===== src/design/ssb_pkg.sv =====
// Shared types, constants and register map for the scaled sprite blitter.
// No dependencies; every other design file but ssb_ram imports this package.
`default_nettype none

package ssb_pkg;

	// Screen and store geometry.
	localparam int STORE_DEPTH = 4096;
	localparam int SCREEN_COLS = 320;
	localparam int SCREEN_ROWS = 240;
	localparam int STORE_AW = $clog2(STORE_DEPTH);

	// Field widths.
	localparam int SRC_W = 8;    // source width and height
	localparam int BASE_W = 12;  // frame base and texel address
	localparam int POS_W = 11;   // signed destination position
	localparam int DST_W = 10;   // destination size and pixel counters
	localparam int PIX_W = 16;   // RGB565 texel
	localparam int FB_W = 17;    // framebuffer address
	localparam int SCR_W = POS_W + 1;

	localparam logic [PIX_W-1:0] KEY_COLOR = 16'hF81F;

	// Scaling divider: dividend is counter times source size, two bits per cycle.
	localparam int NUM_W = DST_W + SRC_W;
	localparam int DIV_CYCLES = NUM_W / 2;
	localparam int DIV_CNT_W = $clog2(DIV_CYCLES);

	// Store address reduction by reciprocal multiplication.
	localparam int PROD_W = 2 * SRC_W;
	localparam int SUM_W = 17;
	localparam int RED_SHIFT = SUM_W + STORE_AW;
	localparam int RECIP_W = SUM_W + 1;
	localparam logic [RECIP_W-1:0] RECIP = RECIP_W'(((64'd1 << RED_SHIFT)
		+ 64'(STORE_DEPTH) - 64'd1) / 64'(STORE_DEPTH));

	// APB register map.
	localparam int APB_AW = 5;
	localparam int APB_DW = 32;

	typedef enum logic [2:0] {
		REG_SRC_WIDTH,
		REG_SRC_HEIGHT,
		REG_FRAME_BASE,
		REG_DEST_X,
		REG_DEST_Y,
		REG_DEST_WIDTH,
		REG_DEST_HEIGHT,
		REG_MIRROR
	} reg_idx_t;

	typedef struct packed {
		logic [SRC_W-1:0] src_width;
		logic [SRC_W-1:0] src_height;
		logic [BASE_W-1:0] frame_base;
		logic signed [POS_W-1:0] dest_x;
		logic signed [POS_W-1:0] dest_y;
		logic [DST_W-1:0] dest_width;
		logic [DST_W-1:0] dest_height;
		logic mirror;
	} cfg_t;

	// Commands from the controller to the datapath.
	typedef struct packed {
		logic store_write;
		logic start;
		logic div_step;
		logic index;
		logic reduce;
		logic fetch;
		logic finish;
		logic finish_draw;
	} dp_cmd_t;

endpackage

`default_nettype wire


===== src/design/ssb_ctrl.sv =====
// Controller of the blitter: sequences one word at a time, a draw word through divide,
// index, address reduction, store fetch and output, a load word straight to output. Depends on ssb_pkg.
`default_nettype none

module ssb_ctrl
	import ssb_pkg::*;
(
	input  wire logic clk,
	input  wire logic arst_n,
	input  wire logic in_valid,
	input  wire logic in_op,
	output      logic in_ready,
	input  wire logic out_ready,
	output      logic out_valid,
	output      dp_cmd_t cmd
);
	typedef enum logic [2:0] {
		ST_IDLE,
		ST_DIVIDE,
		ST_INDEX,
		ST_REDUCE,
		ST_FETCH,
		ST_FINISH
	} state_t;

	state_t state_q;
	logic [DIV_CNT_W-1:0] div_cnt_q;
	logic op_q;
	logic out_valid_q;
	logic accept;

	assign in_ready = (state_q == ST_IDLE);
	assign out_valid = out_valid_q;
	assign accept = in_valid && in_ready;

	always_comb begin
		cmd.store_write = accept && !in_op;
		cmd.start = accept && in_op;
		cmd.div_step = (state_q == ST_DIVIDE);
		cmd.index = (state_q == ST_INDEX);
		cmd.reduce = (state_q == ST_REDUCE);
		cmd.fetch = (state_q == ST_FETCH);
		cmd.finish = (state_q == ST_FINISH) && (!out_valid_q || out_ready);
		cmd.finish_draw = op_q;
	end

	always_ff @(posedge clk or negedge arst_n) begin
		if (!arst_n) begin
			state_q <= ST_IDLE;
			div_cnt_q <= '0;
			op_q <= 1'b0;
			out_valid_q <= 1'b0;
		end else begin
			// The output word is replaced only when it is empty or being taken.
			if (cmd.finish) begin
				out_valid_q <= 1'b1;
			end else if (out_ready) begin
				out_valid_q <= 1'b0;
			end

			case (state_q)
				ST_IDLE: begin
					if (accept) begin
						op_q <= in_op;
						div_cnt_q <= '0;
						state_q <= in_op ? ST_DIVIDE : ST_FINISH;
					end
				end
				ST_DIVIDE: begin
					div_cnt_q <= div_cnt_q + DIV_CNT_W'(1);
					if (div_cnt_q == DIV_CNT_W'(DIV_CYCLES - 1)) begin
						state_q <= ST_INDEX;
					end
				end
				ST_INDEX: state_q <= ST_REDUCE;
				ST_REDUCE: state_q <= ST_FETCH;
				ST_FETCH: state_q <= ST_FINISH;
				ST_FINISH: begin
					if (cmd.finish) begin
						state_q <= ST_IDLE;
					end
				end
				default: state_q <= ST_IDLE;
			endcase
		end
	end
endmodule

`default_nettype wire


===== config.mk =====
export PLATFORM = sky130hd
export DESIGN_NAME = ssb_ctrl
export DESIGN_NICKNAME = d
export VERILOG_FILES = /design/src/design/ssb_pkg.sv /design/src/design/ssb_ctrl.sv
export SDC_FILE = /design/constraint.sdc
export NUM_CORES = 1
export LEC_CHECK = 0
export BUFFER_PORTS_ARGS = -buffer_cell sky130_fd_sc_hd__buf_2
export CAP_MARGIN = 20
export CORE_MARGIN = 4
export CORE_UTILIZATION = 25
export CTS_CLUSTER_DIAMETER = 80
export CTS_CLUSTER_SIZE = 10
export DETAILED_ROUTE_END_ITERATION = 7
export PLACE_DENSITY = 0.5
export SKIP_LAST_GASP = 1
export SYNTH_ARGS = -nofsm -noshare
export SYNTH_HDL_FRONTEND = slang
export SYNTH_SLANG_ARGS = --single-unit

===== constraint.sdc =====
create_clock -name clk -period 2.2 [get_ports clk]
set_clock_uncertainty 0.15 [all_clocks]
set_input_delay 0.33 -clock clk [delete_from_list [all_inputs] [get_ports clk]]
set_output_delay 0.33 -clock clk [all_outputs]
set_load 0.02 [all_outputs]

Yosys cells after proc, flatten, opt, wreduce, memory -nomap -nowiden --
Index checks and enable logic that the tools add are counted.
Operators by class: equal/unequal tests 9, $add $sub $neg 1, reduce and logical (&&, ||, !) cells 13, muxes and demuxes 9
Operator list (number):
- one-hot mux 3 bit (6 select lines) | 1
- two-way mux 3 bit | 4
- one-hot mux 4 bit (2 select lines) | 1
- equality test 3 x 2 -> 1 bit (second input constant) | 2
- equality test 3 bit (second input constant) | 2
- adder 4 x 1 -> 4 bit (second input constant) | 1
- equality test 4 bit (second input constant) | 1
- logical AND 1 bit | 4
- two-way mux 4 bit | 1
- != test 2 x 1 -> 1 bit (second input constant) | 2
- AND reduction 2 bit | 2
- nonzero test 2 bit | 2
- equality test 3 x 1 -> 1 bit (second input constant) | 1
- zero test 3 bit | 1
- AND reduction 3 bit | 1
- zero test 1 bit | 2
- two-way mux 1 bit | 2
- != test 2 bit (second input constant) | 1
- logical OR 1 bit | 1
Word-level totals: input port bits 5, logic and storage cells 36, output and inout bits 10, bits in registers 9

Logic depth before layout (Yosys ltp) --
word-level depth 5, depth in mapped cells 5, depth with buffers taken out 5

Least setup slack after synthesis --
OpenSTA, ideal clock, no wires.
path kind register to output, from register state_q[1], to output port cmd[7] (netlist name), arrival time 1260 ps, path slack 460 ps, data required time 1720 ps, stages on the path, launching flop included 3, buffers on the path 0, cell sequence dfrtp_1 > or4b_4 > nor2_1
RTL lines:
- start, declared | line ssb_ctrl.sv:26 | state_t state_q;
- start signal, assigned | line ssb_ctrl.sv:66 | state_q <= in_op ? ST_DIVIDE : ST_FINISH;
- end, declared | line ssb_ctrl.sv:15 | output dp_cmd_t cmd

==> results.md <==
Run status:
- The flow ran to the end, and the final reports show no timing, DRC or antenna violations.

Cells and area:
- The number of nets at the end of the flow is between 80 and 90.
- The final standard cell count with taps included and fillers excluded is 101.
- The number of fill cells in the layout is 234.
- The repair_antennas step left the layout with diodes totalling 0.
- Of the cells placed in the final design, the portion with a size suffix greater than 1 is 39.7%.
- The sequential standard cell area is 226 um2.
- In the final layout, the multi-input gates occupy 349 um2.
- Compared with the post-synthesis result, the final layout area differs by 20.4%.

STA:
- The final count of negative-setup-slack endpoints is 0.
- The final count of pins violating max slew is 0.
- The final clock period utilization by the worst path is 94.3%.
- The minimum period implied by the final worst setup slack is 2080 ps.
- At the pin with the least slew margin, the transition time is 357 ps.
- Summed over all failing endpoints, the final setup total negative slack is 0 ps.
- The peak clock frequency supported by timing is 0.482 GHz.
- The final-report hold violation count is 0.
- Setup repair after global routing left no endpoint under its margin.
- The relative slew slack is roughly 76%.

Setup path:
- The data required time at the worst endpoint is 1720 ps.
- Of all nets on the critical path, the largest fanout is 12.
- The worst setup path is captured at a primary output.
- The endpoint of the most critical register-to-register path is state_q[0].
- The critical path startpoint category is a register.
- The worst path arrival time is 1600 ps.
- In this run the critical register-to-register path is launched from state_q[1].
- The worst register-to-register path has a setup slack of 560 ps.
- The critical path is of the register to primary output type.
- For the worst flop-to-flop path, the logic depth is 4.

Logic synthesis:
- Counting instances in the post-synthesis netlist gives the leading cell types as sky130_fd_sc_hd__dfrtp_1 (9), sky130_fd_sc_hd__nor2_1 (4).
- Of all cell types, the one taking the most synthesized area is sky130_fd_sc_hd__dfrtp_1.
- The number of flops mapped to enable cells by yosys is 0.
- By area, the combinational part of the netlist is dominated by simple AND/OR/NAND/NOR gates.
- The async set-or-reset flop fraction in the synthesized netlist is 100%.
- After Yosys synthesis, and, or, nand and nor cells account for 35.0% of the synthesized area.
- The cell with the most instances after synthesis is sky130_fd_sc_hd__dfrtp_1.
- The synthesized netlist devotes 13.4% of its cell area to compound gates.
- The number of distinct library cell variants in the gate-level netlist after synthesis is 31.
- After synthesis, flip-flops and latches occupy 36.7% of the total area.
- The mean area per synthesized cell is 11.0 um2.
- Synthesis produced a netlist with a net count of 63.
- The area share of fa/ha/maj cells after synthesis is approximately 4%.
- The synthesized netlist devotes 2.85% of its cell area to XOR and XNOR gates.
- Synthesis produced 56 cells.
- The multiplexer share of the synthesized area is 0%.
- The proportion of netlist area held by the largest area contributor is 36.7%.
- The cell area after synthesis is 614 um2.
- The number of synthesis warnings is 0.
- In the synthesized netlist the dominant register cell turns out to be sky130_fd_sc_hd__dfrtp_1.
- The post-synthesis sequential element count is 9.
- By area the synthesized netlist is led by sky130_fd_sc_hd__dfrtp_1 (37%), sky130_fd_sc_hd__buf_6 (5.5%), sky130_fd_sc_hd__ha_1 (4.1%), sky130_fd_sc_hd__nor4bb_4 (4.1%), sky130_fd_sc_hd__nand3b_4 (3.3%).

Power and ir drop:
- The leakage power is 0.000374 uW.
- The maximum VDD drop is 0.000571 V.
- The areal power density over the cells is 1460 nW/um2.

GRT:
- Entering global routing, the biggest net connects 13 pins.
- Global routing consumed, over all layers together, under 10% of the routing resources.
- After global routing the overflow that remains totals 0.
- The number of antenna violations at the first check in global routing was 0.
- The via count of the first global-routing pass is 432.
- The first global-routing pass estimated 2.01 mm of wire.

Clock tree:
- The root buffer selected by CTS is sky130_fd_sc_hd__clkbuf_4.
- The clock reaches the later pin of the worst-skew pair after 260 ps.
- The worst-case clock buffer depth is 2.
- The TritonCTS clock tree is yes.
- After clock tree synthesis, the clock-pin slew on the worst setup and hold paths is roughly 60 ps.
- The number of clock sinks is 9.
- The number of buffers added by the clock tree synthesis step is 3.
- The total number of H-tree levels is 1.

Die:
- The placeable core region is 2280 um2.
- The count of standard-cell rows is 17.
- The die outline area is 3310 um2.
- The die width is 57.6 um.
- The initial utilization of the core area, before any placement, comes to 27.0%.
- 15 I/O pins were placed.
- The die extent in y is 57.6 um.

Worst hold path:
- The end point of the worst hold path is out_valid.
- The count of cells along the worst hold path is 3.
- The path category of the worst min-delay check is primary input to register.
- The startpoint identified for the worst hold timing path is out_ready.

Placement:
- The post-detailed-placement half-perimeter wirelength is between 800 and 900 um.
- The number of cells in the design after placement is between 90 and 100.
- The congestion estimate from routability-driven global placement came to roughly 0.77.
- Input and output buffers added on the ports amount to 14.

Route:
- In the routed design, unresolved DRC markers number 0.
- The first routing iteration left 11 violations.
- In the routed layout, each cell is associated on average with a via count of 4.42.
- Dividing the detail-routed wire length by the instance count gives 11.2 um.
- The vias after detailed routing is 446.
- The residual antenna-violating net count after detailed routing is 0.
- The first detailed-routing pass took 4 iterations.
- The final wirelength is 1.14 mm.

Run:
- The tool flagged a number of max-cap violations equal to 0.
[worst max-delay path, cell delays in order (launching register included)]
cell and delay [ps]:
sky130_fd_sc_hd__dfrtp_2 500, sky130_fd_sc_hd__or4b_4 580, sky130_fd_sc_hd__nor2_1 90, sky130_fd_sc_hd__buf_2 160
[stage by stage]
stage | hold WS (ps) | instance area, um2 | utilization [%] | setup WS (ps) | total power, uW
after CTS | 211 | 729 | 32.1 | 48.3 | 1080
after global placement | 49.9 | 693 | 30.5 | 367 | 944
after floorplan | -116 | 614 | - | 460 | 839
after global routing | 229 | 739 | 32.5 | 31.1 | 1190
after detailed placement | 52.9 | 693 | 30.5 | 346 | 940
final | 222 | 739 | 32.5 | 125 | 1080
[cell type report]
| type | count | share of cell area, % |
|---|---|---|
| clock buffer | 4 | 3.55 |
| sequential | 9 | 30.6 |
| tap | 28 | 4.74 |
| multi-input combinational | 41 | 47.2 |
| timing repair buffer | 17 | 12.9 |
| inverter | 2 | 1.02 |
[how the worst max path moves through the flow]
stage	cells after the start	slack [ps]	to	start
after floorplan	2	460	cmd[7]	state_q[1]
after global placement	3	370	cmd[7]	state_q[0]
after detailed placement	3	350	cmd[6]	state_q[0]
after CTS	3	50	cmd[6]	state_q[0]
after global routing	3	30	cmd[7]	state_q[0]
final	3	120	cmd[7]	state_q[0]
[logic make-up after synthesis]
group / after synthesis
XOR/XNOR: 2
flip-flops: 9
AO/OA/AOI/OAI: 11
buffers and inverters: 6
AND/OR/NAND/NOR: 26
adder cells (fa/ha/maj): 2
[placed cells by master (no fill, tap or decap), types with 2 or more instances in the layout]
master	n
sky130_fd_sc_hd__buf_4	2
sky130_fd_sc_hd__a21o_1	2
sky130_fd_sc_hd__ha_1	2
sky130_fd_sc_hd__nor2_1	4
sky130_fd_sc_hd__o21a_1	2
sky130_fd_sc_hd__nor3_1	3
sky130_fd_sc_hd__nand2b_1	2
sky130_fd_sc_hd__buf_2	14
sky130_fd_sc_hd__clkbuf_4	3
sky130_fd_sc_hd__a21oi_1	3
sky130_fd_sc_hd__inv_1	2
sky130_fd_sc_hd__dfrtp_1	8
sky130_fd_sc_hd__nand2_1	3
sky130_fd_sc_hd__xnor2_1	2
[registers in the layout, summed over array words and instances (netlist names)]
signal	cells
div_cnt_q	4
state_q	3
op_q	1
out_valid	1
[where the power goes]
group / total, uW / switching, uW / leakage (uW) / internal (uW)
sequential: 359 / 111 / 0.000112 / 248
combinational: 585 / 308 / 0.000247 / 278
clock: 131 / 61.4 / 0.0000150 / 70.0
total: 1080 / 481 / 0.000374 / 595
[timing repair]
item / 4_1_cts / 5_1_grt
hold endpoints to repair: 9 / 0
endpoints found under the setup margin: 0 / 2
gates resized for setup: 0 / 2
hold buffers: 1 / 0
setup buffers: 0 / 0
[routing by layer]
layer,vias up,wire length (um),track usage [%]
li1,231,-,-
met1,203,561,11.4
met2,10,490,10.5
met3,2,73,4.30
met4,0,10,2.98
met5,-,0,0
Note: power is estimated with default switching activity, not from simulation.
