==> src/design/ssb_pkg.sv <==
// Shared types, constants and register map for the scaled sprite blitter.
// No dependencies; every other design file but ssb_ram imports this package.
`default_nettype none

package ssb_pkg;

	// Screen and store geometry.
	localparam int STORE_DEPTH = 4096;
	localparam int SCREEN_COLS = 320;
	localparam int SCREEN_ROWS = 240;
	localparam int STORE_AW = $clog2(STORE_DEPTH);

	// Field widths.
	localparam int SRC_W = 8;    // source width and height
	localparam int BASE_W = 12;  // frame base and texel address
	localparam int POS_W = 11;   // signed destination position
	localparam int DST_W = 10;   // destination size and pixel counters
	localparam int PIX_W = 16;   // RGB565 texel
	localparam int FB_W = 17;    // framebuffer address
	localparam int SCR_W = POS_W + 1;

	localparam logic [PIX_W-1:0] KEY_COLOR = 16'hF81F;

	// Scaling divider: dividend is counter times source size, two bits per cycle.
	localparam int NUM_W = DST_W + SRC_W;
	localparam int DIV_CYCLES = NUM_W / 2;
	localparam int DIV_CNT_W = $clog2(DIV_CYCLES);

	// Store address reduction by reciprocal multiplication.
	localparam int PROD_W = 2 * SRC_W;
	localparam int SUM_W = 17;
	localparam int RED_SHIFT = SUM_W + STORE_AW;
	localparam int RECIP_W = SUM_W + 1;
	localparam logic [RECIP_W-1:0] RECIP = RECIP_W'(((64'd1 << RED_SHIFT)
		+ 64'(STORE_DEPTH) - 64'd1) / 64'(STORE_DEPTH));

	// APB register map.
	localparam int APB_AW = 5;
	localparam int APB_DW = 32;

	typedef enum logic [2:0] {
		REG_SRC_WIDTH,
		REG_SRC_HEIGHT,
		REG_FRAME_BASE,
		REG_DEST_X,
		REG_DEST_Y,
		REG_DEST_WIDTH,
		REG_DEST_HEIGHT,
		REG_MIRROR
	} reg_idx_t;

	typedef struct packed {
		logic [SRC_W-1:0] src_width;
		logic [SRC_W-1:0] src_height;
		logic [BASE_W-1:0] frame_base;
		logic signed [POS_W-1:0] dest_x;
		logic signed [POS_W-1:0] dest_y;
		logic [DST_W-1:0] dest_width;
		logic [DST_W-1:0] dest_height;
		logic mirror;
	} cfg_t;

	// Commands from the controller to the datapath.
	typedef struct packed {
		logic store_write;
		logic start;
		logic div_step;
		logic index;
		logic reduce;
		logic fetch;
		logic finish;
		logic finish_draw;
	} dp_cmd_t;

endpackage

`default_nettype wire

==> src/design/ssb_regs.sv <==
// APB configuration register file of the blitter.
// Depends on ssb_pkg for the register map and the cfg_t structure.
`default_nettype none

module ssb_regs
	import ssb_pkg::*;
(
	input  wire logic              clk,
	input  wire logic              arst_n,
	input  wire logic              psel,
	input  wire logic              penable,
	input  wire logic              pwrite,
	input  wire logic [APB_AW-1:0] paddr,
	input  wire logic [APB_DW-1:0] pwdata,
	output      logic [APB_DW-1:0] prdata,
	output      logic              pready,
	output      cfg_t              cfg
);
	cfg_t cfg_q;
	reg_idx_t idx;

	assign idx = reg_idx_t'(paddr[APB_AW-1:2]);
	assign pready = 1'b1;
	assign cfg = cfg_q;

	always_ff @(posedge clk or negedge arst_n) begin
		if (!arst_n) begin
			cfg_q.src_width <= SRC_W'(16);
			cfg_q.src_height <= SRC_W'(16);
			cfg_q.frame_base <= '0;
			cfg_q.dest_x <= '0;
			cfg_q.dest_y <= '0;
			cfg_q.dest_width <= '0;
			cfg_q.dest_height <= '0;
			cfg_q.mirror <= 1'b0;
		end else if (psel && penable && pwrite) begin
			case (idx)
				REG_SRC_WIDTH: cfg_q.src_width <= pwdata[SRC_W-1:0];
				REG_SRC_HEIGHT: cfg_q.src_height <= pwdata[SRC_W-1:0];
				REG_FRAME_BASE: cfg_q.frame_base <= pwdata[BASE_W-1:0];
				REG_DEST_X: cfg_q.dest_x <= pwdata[POS_W-1:0];
				REG_DEST_Y: cfg_q.dest_y <= pwdata[POS_W-1:0];
				REG_DEST_WIDTH: cfg_q.dest_width <= pwdata[DST_W-1:0];
				REG_DEST_HEIGHT: cfg_q.dest_height <= pwdata[DST_W-1:0];
				REG_MIRROR: cfg_q.mirror <= pwdata[0];
				default: ;
			endcase
		end
	end

	always_comb begin
		case (idx)
			REG_SRC_WIDTH: prdata = APB_DW'(cfg_q.src_width);
			REG_SRC_HEIGHT: prdata = APB_DW'(cfg_q.src_height);
			REG_FRAME_BASE: prdata = APB_DW'(cfg_q.frame_base);
			REG_DEST_X: prdata = APB_DW'({cfg_q.dest_x});
			REG_DEST_Y: prdata = APB_DW'({cfg_q.dest_y});
			REG_DEST_WIDTH: prdata = APB_DW'(cfg_q.dest_width);
			REG_DEST_HEIGHT: prdata = APB_DW'(cfg_q.dest_height);
			REG_MIRROR: prdata = APB_DW'(cfg_q.mirror);
			default: prdata = '0;
		endcase
	end
endmodule

`default_nettype wire

==> config.mk <==
export PLATFORM = sky130hd
export DESIGN_NAME = ssb_regs
export DESIGN_NICKNAME = d
export VERILOG_FILES = /design/src/design/ssb_pkg.sv /design/src/design/ssb_regs.sv
export SDC_FILE = /design/constraint.sdc
export NUM_CORES = 1
export LEC_CHECK = 0
export BUFFER_PORTS_ARGS = -buffer_cell sky130_fd_sc_hd__buf_2
export CAP_MARGIN = 25
export CORE_ASPECT_RATIO = 0.6
export CORE_MARGIN = 8
export CORE_UTILIZATION = 52
export DETAILED_ROUTE_END_ITERATION = 12
export HOLD_SLACK_MARGIN = 0.08
export PLACE_DENSITY_LB_ADDON = 0.08
export RECOVER_POWER = 50
export SLEW_MARGIN = 20
export SYNTH_ARGS = -nofsm -noshare
export SYNTH_HDL_FRONTEND = slang
export SYNTH_SLANG_ARGS = --single-unit
==> constraint.sdc <==
create_clock -name clk -period 4.4 [get_ports clk]
set_input_delay 0.88 -clock clk [delete_from_list [all_inputs] [get_ports clk]]
set_output_delay 0.88 -clock clk [all_outputs]
set_load 0.005 [all_outputs]
# --- Word level (Yosys, flattened, before mapping) ---
# Cells that the tools add are included.
classes:
  eq_ne: 7
  n_reduce_logical: 11
  mux: 1
ops:
  columns: ["cell", "n"]
  rows:
  - ["case mux 32 bit (8 select lines)", 1]
  - ["AND reduction 2 bit", 8]
  - ["equality test 3 bit (second input constant)", 4]
  - ["equality test 3 x 2 -> 1 bit (second input constant)", 2]
  - ["equality test 3 x 1 -> 1 bit (second input constant)", 1]
  - ["logical NOT 3 bit", 1]
  - ["logical AND 1 bit", 2]
word_totals:
  inputBits: 42
  output_inout_bits: 104
  elab_cells: 27
  reg_bits: 71

# --- Longest topological paths before layout ---
# Gate-level depths: netlist of the first run.
depth:
  depth_word: 3
  ltp_mapped: 5
  mapped_depth_nobuf: 3

# --- Least setup slack after synthesis of the first run ---
# Ideal clock, no wire load.
synth_timing:
  kind: "input to output"
  from: "input port paddr[2]"
  to: "output port prdata[0]"
  cell_stages: 5
  path_buffers: 2
  required_ps: 3520
  t_arrival_ps: 1862
  slack_ps: 1658
  cell_sequence: "buf_6 buf_2 mux2_2 a221oi_1 o22ai_1"
synth_between:
  elab_chain_len: 2
  elab_cells_between_ends: 9
  classes_between: "eq/ne (7); mux (1); reduce/logical (1)"
synth_rtl:
  columns: ["element", "line_no", "rtl"]
  rows:
  - ["start, declared", "ssb_regs.sv:13", "input wire logic [APB_AW-1:0] paddr,"]
  - ["equality test 3 bit, or another cell as far along", "ssb_regs.sv:52", "case (idx)"]
  - ["case mux 32 bit (8 select lines) *", "ssb_regs.sv:52", null]
  - ["end, declared", "ssb_regs.sv:15", "output logic [APB_DW-1:0] prdata,"]
# Mark *: on every way between the ends. The rest lies on a longest branch, timed or not. The select of a mux whose other input is x is not followed.

# --- Final worst setup path of the first run ---
layout_timing:
  from: "input port paddr[4]"
  to: "output port prdata[6]"
# Same word-level chain as after synthesis.

==> results.toml, run 1 <==
[cells_and_area]
drive_above_1_share_pct = 49.59
fillers = 558
area_delta_synth_final_pct = 21.28
antennaDiodeCount = 0
largest_reg_flops = 71
instances_no_fill = 456
final_net_count = 407

[route]
vias_per_cell = 5.303
drt-initial-drc-count = 133
drc = 0
dr.pass1.iters = 4
wirelength_um = 9149
vias = 2418
routedWlPerCell_um = 20.06
ant_nets = 0

[synthesis]
synth-main-ff-cell = "dfrtp_1"
ys_async_sr_fraction_pct = 100.0
yosys_warnings = 0
synth_enable_flop_cells = 0
synth_top_area_share_pct = 48.78
synth.distinct_cells = 33
syn_inst = 265
synthTopCellsByArea = "dfrtp_1 49%, mux2_2 22%, mux2i_1 5.4%"
syn_avg_cell_area_um2 = 13.36
yosysTopAreaCell = "dfrtp_1"
ys_seq_area_share_pct = 50.27
synthesis.area_um2 = 3540
ys_ff_latch = 71

[sta]
tightest_slew_ps = 1734
period_minus_slack_ps = 3325
setup_viol = 0
fin_crit_sh_pct = 75.57
max_freq_mhz = 300.8
setup_tns_ps = 0
drv_slew = 72
hold_violations = 0
timing.slew.headroom_pct = -15.59
rsz0062_at_grt = "no"
skew_ps = 0

[cts]
cts.clk_slew.worst_paths_ps = 50
cts_root_buf = "clkbuf_16"
htreeDepth = 3
postCtsResizedCells = 0
clock_path_buffers = 2
hold_buffers = 0
cts_setup_buffers = 0
clk_latency_ps = 320
cts.sinks = 71
cts_tree = "yes"
cts_buffers = 9

[global_routing]
grt_max_degree = 72
grt_pass1_vias = 2555
grtUsageTotal_pct = 19.12
grtUsageMet3_pct = 6.921
grt_use_met1_pct = 25.59
antenna_found_initial = 0
grt_busiest_layer = "met2"
grt_overflow_total = 0
grt_pass1_wl_um = 14350
met2_usage_pct = 29.39

[outcome]
violations = "capacitance limit, slew limit"
status = "finished with violations"

[die]
die_area_um2 = 9789
fp.dieH_um = 79.91
pin_count = 146
die_x_um = 122.5
start_util_pct = 53.48
fp.coreArea_um2 = 6619
rows = 23

[critical_path]
cp.required_ps = 3520
end_kind = "primary output"
critPathMaxStageDelay_ps = 680
crit_type = "in2out"
critical_path.most_common_cell = "buf_2"
critPathBufInv = 2
r2r-end = "cfg[19]"
critPathArrivalTime_ps = 2450
crit_fanout = 23
slowest_stage = "nor2b_1"
reg2reg_depth = 1
r2r_slack_ps = 3590
critical_path.cell_chain = "buf_2, nor2b_1, a22o_1, a31oi_1, buf_2"
rr_startpoint = "cfg[19]"
cp_top_family = "simple AND/OR/NAND/NOR gates"
critPathLaunchType = "input port"

[pwr]
power.density_nw_per_um2 = 482.8
p_total_mw = 2.073
ir_drop_uv = 306.8
p_leak_nw = 2.157

[placed_design]
gp_congestion = 0.7499
portBuffers = 102
dp_hpwl_um = 6335
place_inst = 441

[min_path]
holdPathStages = 1
min_path_type = "reg2reg"
hp-start = "cfg[20]"
whs_endpoint = "cfg[20]"

[job]
maxCapViolations = 1
==> layout by cell type (no fill, tap or decap), drive strengths merged <==
cell     count
buf         79
mux2        76
dfrtp       69
clkbuf      38
conb        21
mux2i       19
nor2        10
nand2        6
a22o         6
nor2b        5
or2          5
a31oi        5
a221oi       3
a21oi        3
mux4         2
inv          2
nand2b       2
or3          2
dfstp        2
bufinv       2
clkinv       2
o2bb2ai      1
and3b        1
o22ai        1
o32ai        1
a221o        1
a22oi        1
and2         1
a2bb2oi      1
nand4b       1
nand4        1
==> stage by stage <==
step | hold WS, ps | utilization, % | setup WS, ps | area (µm²)
2_1_floorplan | 519.6 | - | 1658 | 3611
3_3_place_gp | 507.8 | 60.66 | 1091 | 4015
3_5_place_dp | 512.7 | 60.66 | 1117 | 4015
4_1_cts | 527.1 | 65.39 | 1100 | 4328
5_1_grt | 553.9 | 64.86 | 972.0 | 4293
6_report | 529.8 | 64.86 | 1075 | 4293
==> final cells by class <==
type / count / area (µm²) / share of cell area (%)
timing repair buffer: 106 / 505.5 / 11.77
clock inverter: 4 / 70.07 / 1.632
inverter: 2 / 7.507 / 0.1749
clock buffer: 11 / 242.7 / 5.654
multi-input combinational: 175 / 1579 / 36.78
sequential: 71 / 1779 / 41.45
tap: 87 / 108.9 / 2.536
==> power breakdown <==
part	internal (mW)	leakage (nW)	switching, mW	total, mW
clock	0.506	0.155	0.255	0.761
sequential	0.785	0.903	0.101	0.886
combinational	0.242	1.10	0.184	0.426
total	1.53	2.16	0.540	2.07
==> per-layer routing <==
layer,wire length [µm],up-vias
li1,-,1111
met1,4255,1225
met2,4135,75
met3,713,7
met4,45,0
met5,0,-
==> cells by family after synthesis <==
logic type	share of synthesized area, %
multiplexers	31.67
flip-flops	50.27
buffers and inverters	7.140
AND/OR/NAND/NOR	5.762
AO/OA/AOI/OAI	4.949
other	0.2122
==> worst max-delay path by stage <==
stage,start,endpoint,cells after the start
final,paddr[4],prdata[6],5
after global routing,paddr[4],prdata[6],5
after CTS,paddr[4],prdata[6],5
after detailed placement,paddr[4],prdata[9],5
after global placement,paddr[4],prdata[6],5
after floorplan,paddr[2],prdata[0],5
==> Yosys cell counts, types with 3 or more instances <==
master and n:
mux2_4 8, clkbuf_1 4, buf_2 7, nor2b_1 5
a21oi_1 3, nand2_1 6, mux2_2 68, buf_4 23
a221oi_1 3, a31oi_1 5, or2_2 5, nor2_1 8
dfrtp_1 69, mux2i_1 19, a22o_1 6
Power figures use the tool's default switching activity.
==> inputs of run 2 (changes only) <==
- ABC_AREA: unset -> 1
- CORE_UTILIZATION: 52 -> 44
- clock period: 4.4 -> 2.65 ns (I/O delays scaled with it)
==> run 2 against run 1 <==
Effect of this change:
- the flow still finishes with violations (capacitance limit, slew limit)
- hold slack got worse by 110 ps
- clock-buffer cell count unchanged
- non-clock buffer count is 4 higher
- combinational power up 73%
- via count up 32%
- clock skew unchanged
- flip-flop and latch count did not move
- sequential power rose by 69%
==> results.toml, run 2 <==
[cts]
clk_latency_ps = 330
hold_buffers = 0
clock_path_buffers = 2
postCtsResizedCells = 0
htreeDepth = 3
cts_root_buf = "clkbuf_16"
cts_tree = "yes"
cts_buffers = 9
cts_setup_buffers = 0
cts.clk_slew.worst_paths_ps = 60
cts.sinks = 71

[synthesis]
synth_enable_flop_cells = 0
ys_async_sr_fraction_pct = 100.0
syn_inst = 431
synthesis.area_um2 = 3656
ys_seq_area_share_pct = 48.67
synth.distinct_cells = 29
yosys_warnings = 0
ys_ff_latch = 71
synth_common_cells = "80 x nand2_1, 69 x dfrtp_1, 55 x nor2_1, 33 x inv_1, 26 x nand4_1"
synthTopCellsByArea = "dfrtp_1 47%, nand2_1 8.2%, nor2_1 5.6%"
synth-main-ff-cell = "dfrtp_1"
yosysTopAreaCell = "dfrtp_1"
post-synth-top-count-cell = "nand2_1"
syn_avg_cell_area_um2 = 8.483
synth_top_area_share_pct = 47.23

[global_routing]
grt_pass1_wl_um = 17490
antenna_found_initial = 0
grtUsageTotal_pct = 19.55
grt_overflow_total = 0
grt_max_degree = 46
grt_pass1_vias = 3200

[route]
vias_per_cell = 5.006
vias = 3194
ant_nets = 0
dr.pass1.iters = 4
drt-initial-drc-count = 230
wirelength_um = 11020
drc = 0
routedWlPerCell_um = 17.27

[placed_design]
gp_congestion = 0.8303
portBuffers = 102
dp_slack_ps = 349.7
dp_hpwl_um = 8193

[critical_path]
critPathLaunchType = "input port"
slowest_stage = "buf_2"
rr_startpoint = "cfg[67]"
endpoint = "prdata[7]"
reg2reg_depth = 2
r2r-end = "cfg[67]"
r2r_slack_ps = 1880
cp.required_ps = 2120
critPathMaxStageDelay_ps = 390
startpoint = "paddr[3]"
crit_fanout = 22
end_kind = "primary output"
crit_type = "in2out"
critPathArrivalTime_ps = 1830
critical_path.cell_chain = "buf_2, nor2_2, nand3_1, nand2_1, nor2_1, nand3_1, buf_2"

[cells_and_area]
largest_reg_flops = 71
final_net_count = 567
mostFrequentLayoutCells = "80 x nand2_1, 73 x buf_2, 69 x dfrtp_1, 55 x nor2_1, 33 x inv_1"
layout_commonest_cell = "nand2_1"
fillers = 783
final_util_pct = 55.40
antennaDiodeCount = 0
area_delta_synth_final_pct = 20.88
drive_above_1_share_pct = 25.09

[sta]
period_minus_slack_ps = 2358
layout_setup_ws_ps = 291.7
max_freq_mhz = 424.0
drv_slew = 27
setup_viol = 0
rsz0062_at_grt = "no"
skew_ps = 0
setup_tns_ps = 0
hold_violations = 0
tightest_slew_ps = 1545
fin_crit_sh_pct = 88.99
timing.slew.headroom_pct = -3.007
hold-worst-slack_ps = 421.2

[die]
rows = 25
die_area_um2 = 11580
pin_count = 146
fp.dieH_um = 86.61
die_x_um = 133.7
start_util_pct = 45.84
fp.coreArea_um2 = 7976

[min_path]
min_path_type = "in2reg"

[pwr]
ir_drop_uv = 476.7
p_leak_nw = 2.248
power.density_nw_per_um2 = 830.0

[outcome]
status = "finished with violations"
violations = "capacitance limit, slew limit"

[job]
maxCapViolations = 1
## run 2: changes by cell type after synthesis, moves of 8 or more
cell	delta
o21ai_1	+21
nand3_1	+20
nor2_1	+47
nand2_1	+74
inv_1	+31
a21oi_1	+19
mux2_2	-68
o21ai_2	+17
mux2_4	-8
o21ai_0	+14
nand4_1	+26
mux2i_1	-19
## run 2: routing by layer
metal	global-route usage [%]	share of wire, %	up-vias
met5	0	0	-
li1	-	-	1564
met3	6.928	9.0	6
met4	3.951	0.54	0
met1	26.59	47	1499
met2	29.29	43	125
## run 2: stage by stage
step	instances	power, mW	instance area [µm²]
after CTS	638	3.726	4456
after detailed placement	622	2.281	4099
final	638	3.668	4419
after floorplan	450	1.874	3727
after global routing	638	3.870	4419
after global placement	622	2.262	4099
## run 2: report_power, final
part | leakage (nW) | switching (mW) | internal, mW
sequential | 0.878 | 0.187 | 1.32
combinational | 1.19 | 0.425 | 0.313
clock | 0.176 | 0.457 | 0.970
total | 2.25 | 1.07 | 2.60
## run 2: worst min path at each step
stage	from	endpoint	slack, ps	cells after the start
final	pwdata[5]	cfg[6]	420	3
after global routing	pwdata[6]	cfg[7]	420	3
after CTS	arst_n	cfg[20]	250	1
after detailed placement	cfg[54]	cfg[54]	470	2
after global placement	cfg[67]	cfg[67]	470	2
after floorplan	arst_n	cfg[0]	230	0
## run 2: layout make-up
| class | instances | area, µm² | share of cell area (%) |
|---|---|---|---|
| clock buffers | 11 | 252.7 | 5.719 |
| clock inverters | 5 | 103.9 | 2.350 |
| inverters | 37 | 143.9 | 3.256 |
| multi-input cells | 296 | 1458 | 32.98 |
| flip-flops and latches | 71 | 1779 | 40.26 |
| well taps | 108 | 135.1 | 3.058 |
| repair buffers | 110 | 546.8 | 12.37 |
## run 2: logic make-up after synthesis
group                  Yosys count  share of synthesized area, %
AND/OR/NAND/NOR                200                         25.63
AO/OA/AOI/OAI                   75                         12.08
other                            2                        0.2054
buffers and inverters           83                         13.42
flip-flops                      71                         48.67
## run 2: worst max-delay path, delay by kind of cell
family / cells / cell delay, ps
AND/OR/NAND/NOR: 5 / 760
buffers and inverters: 2 / 540
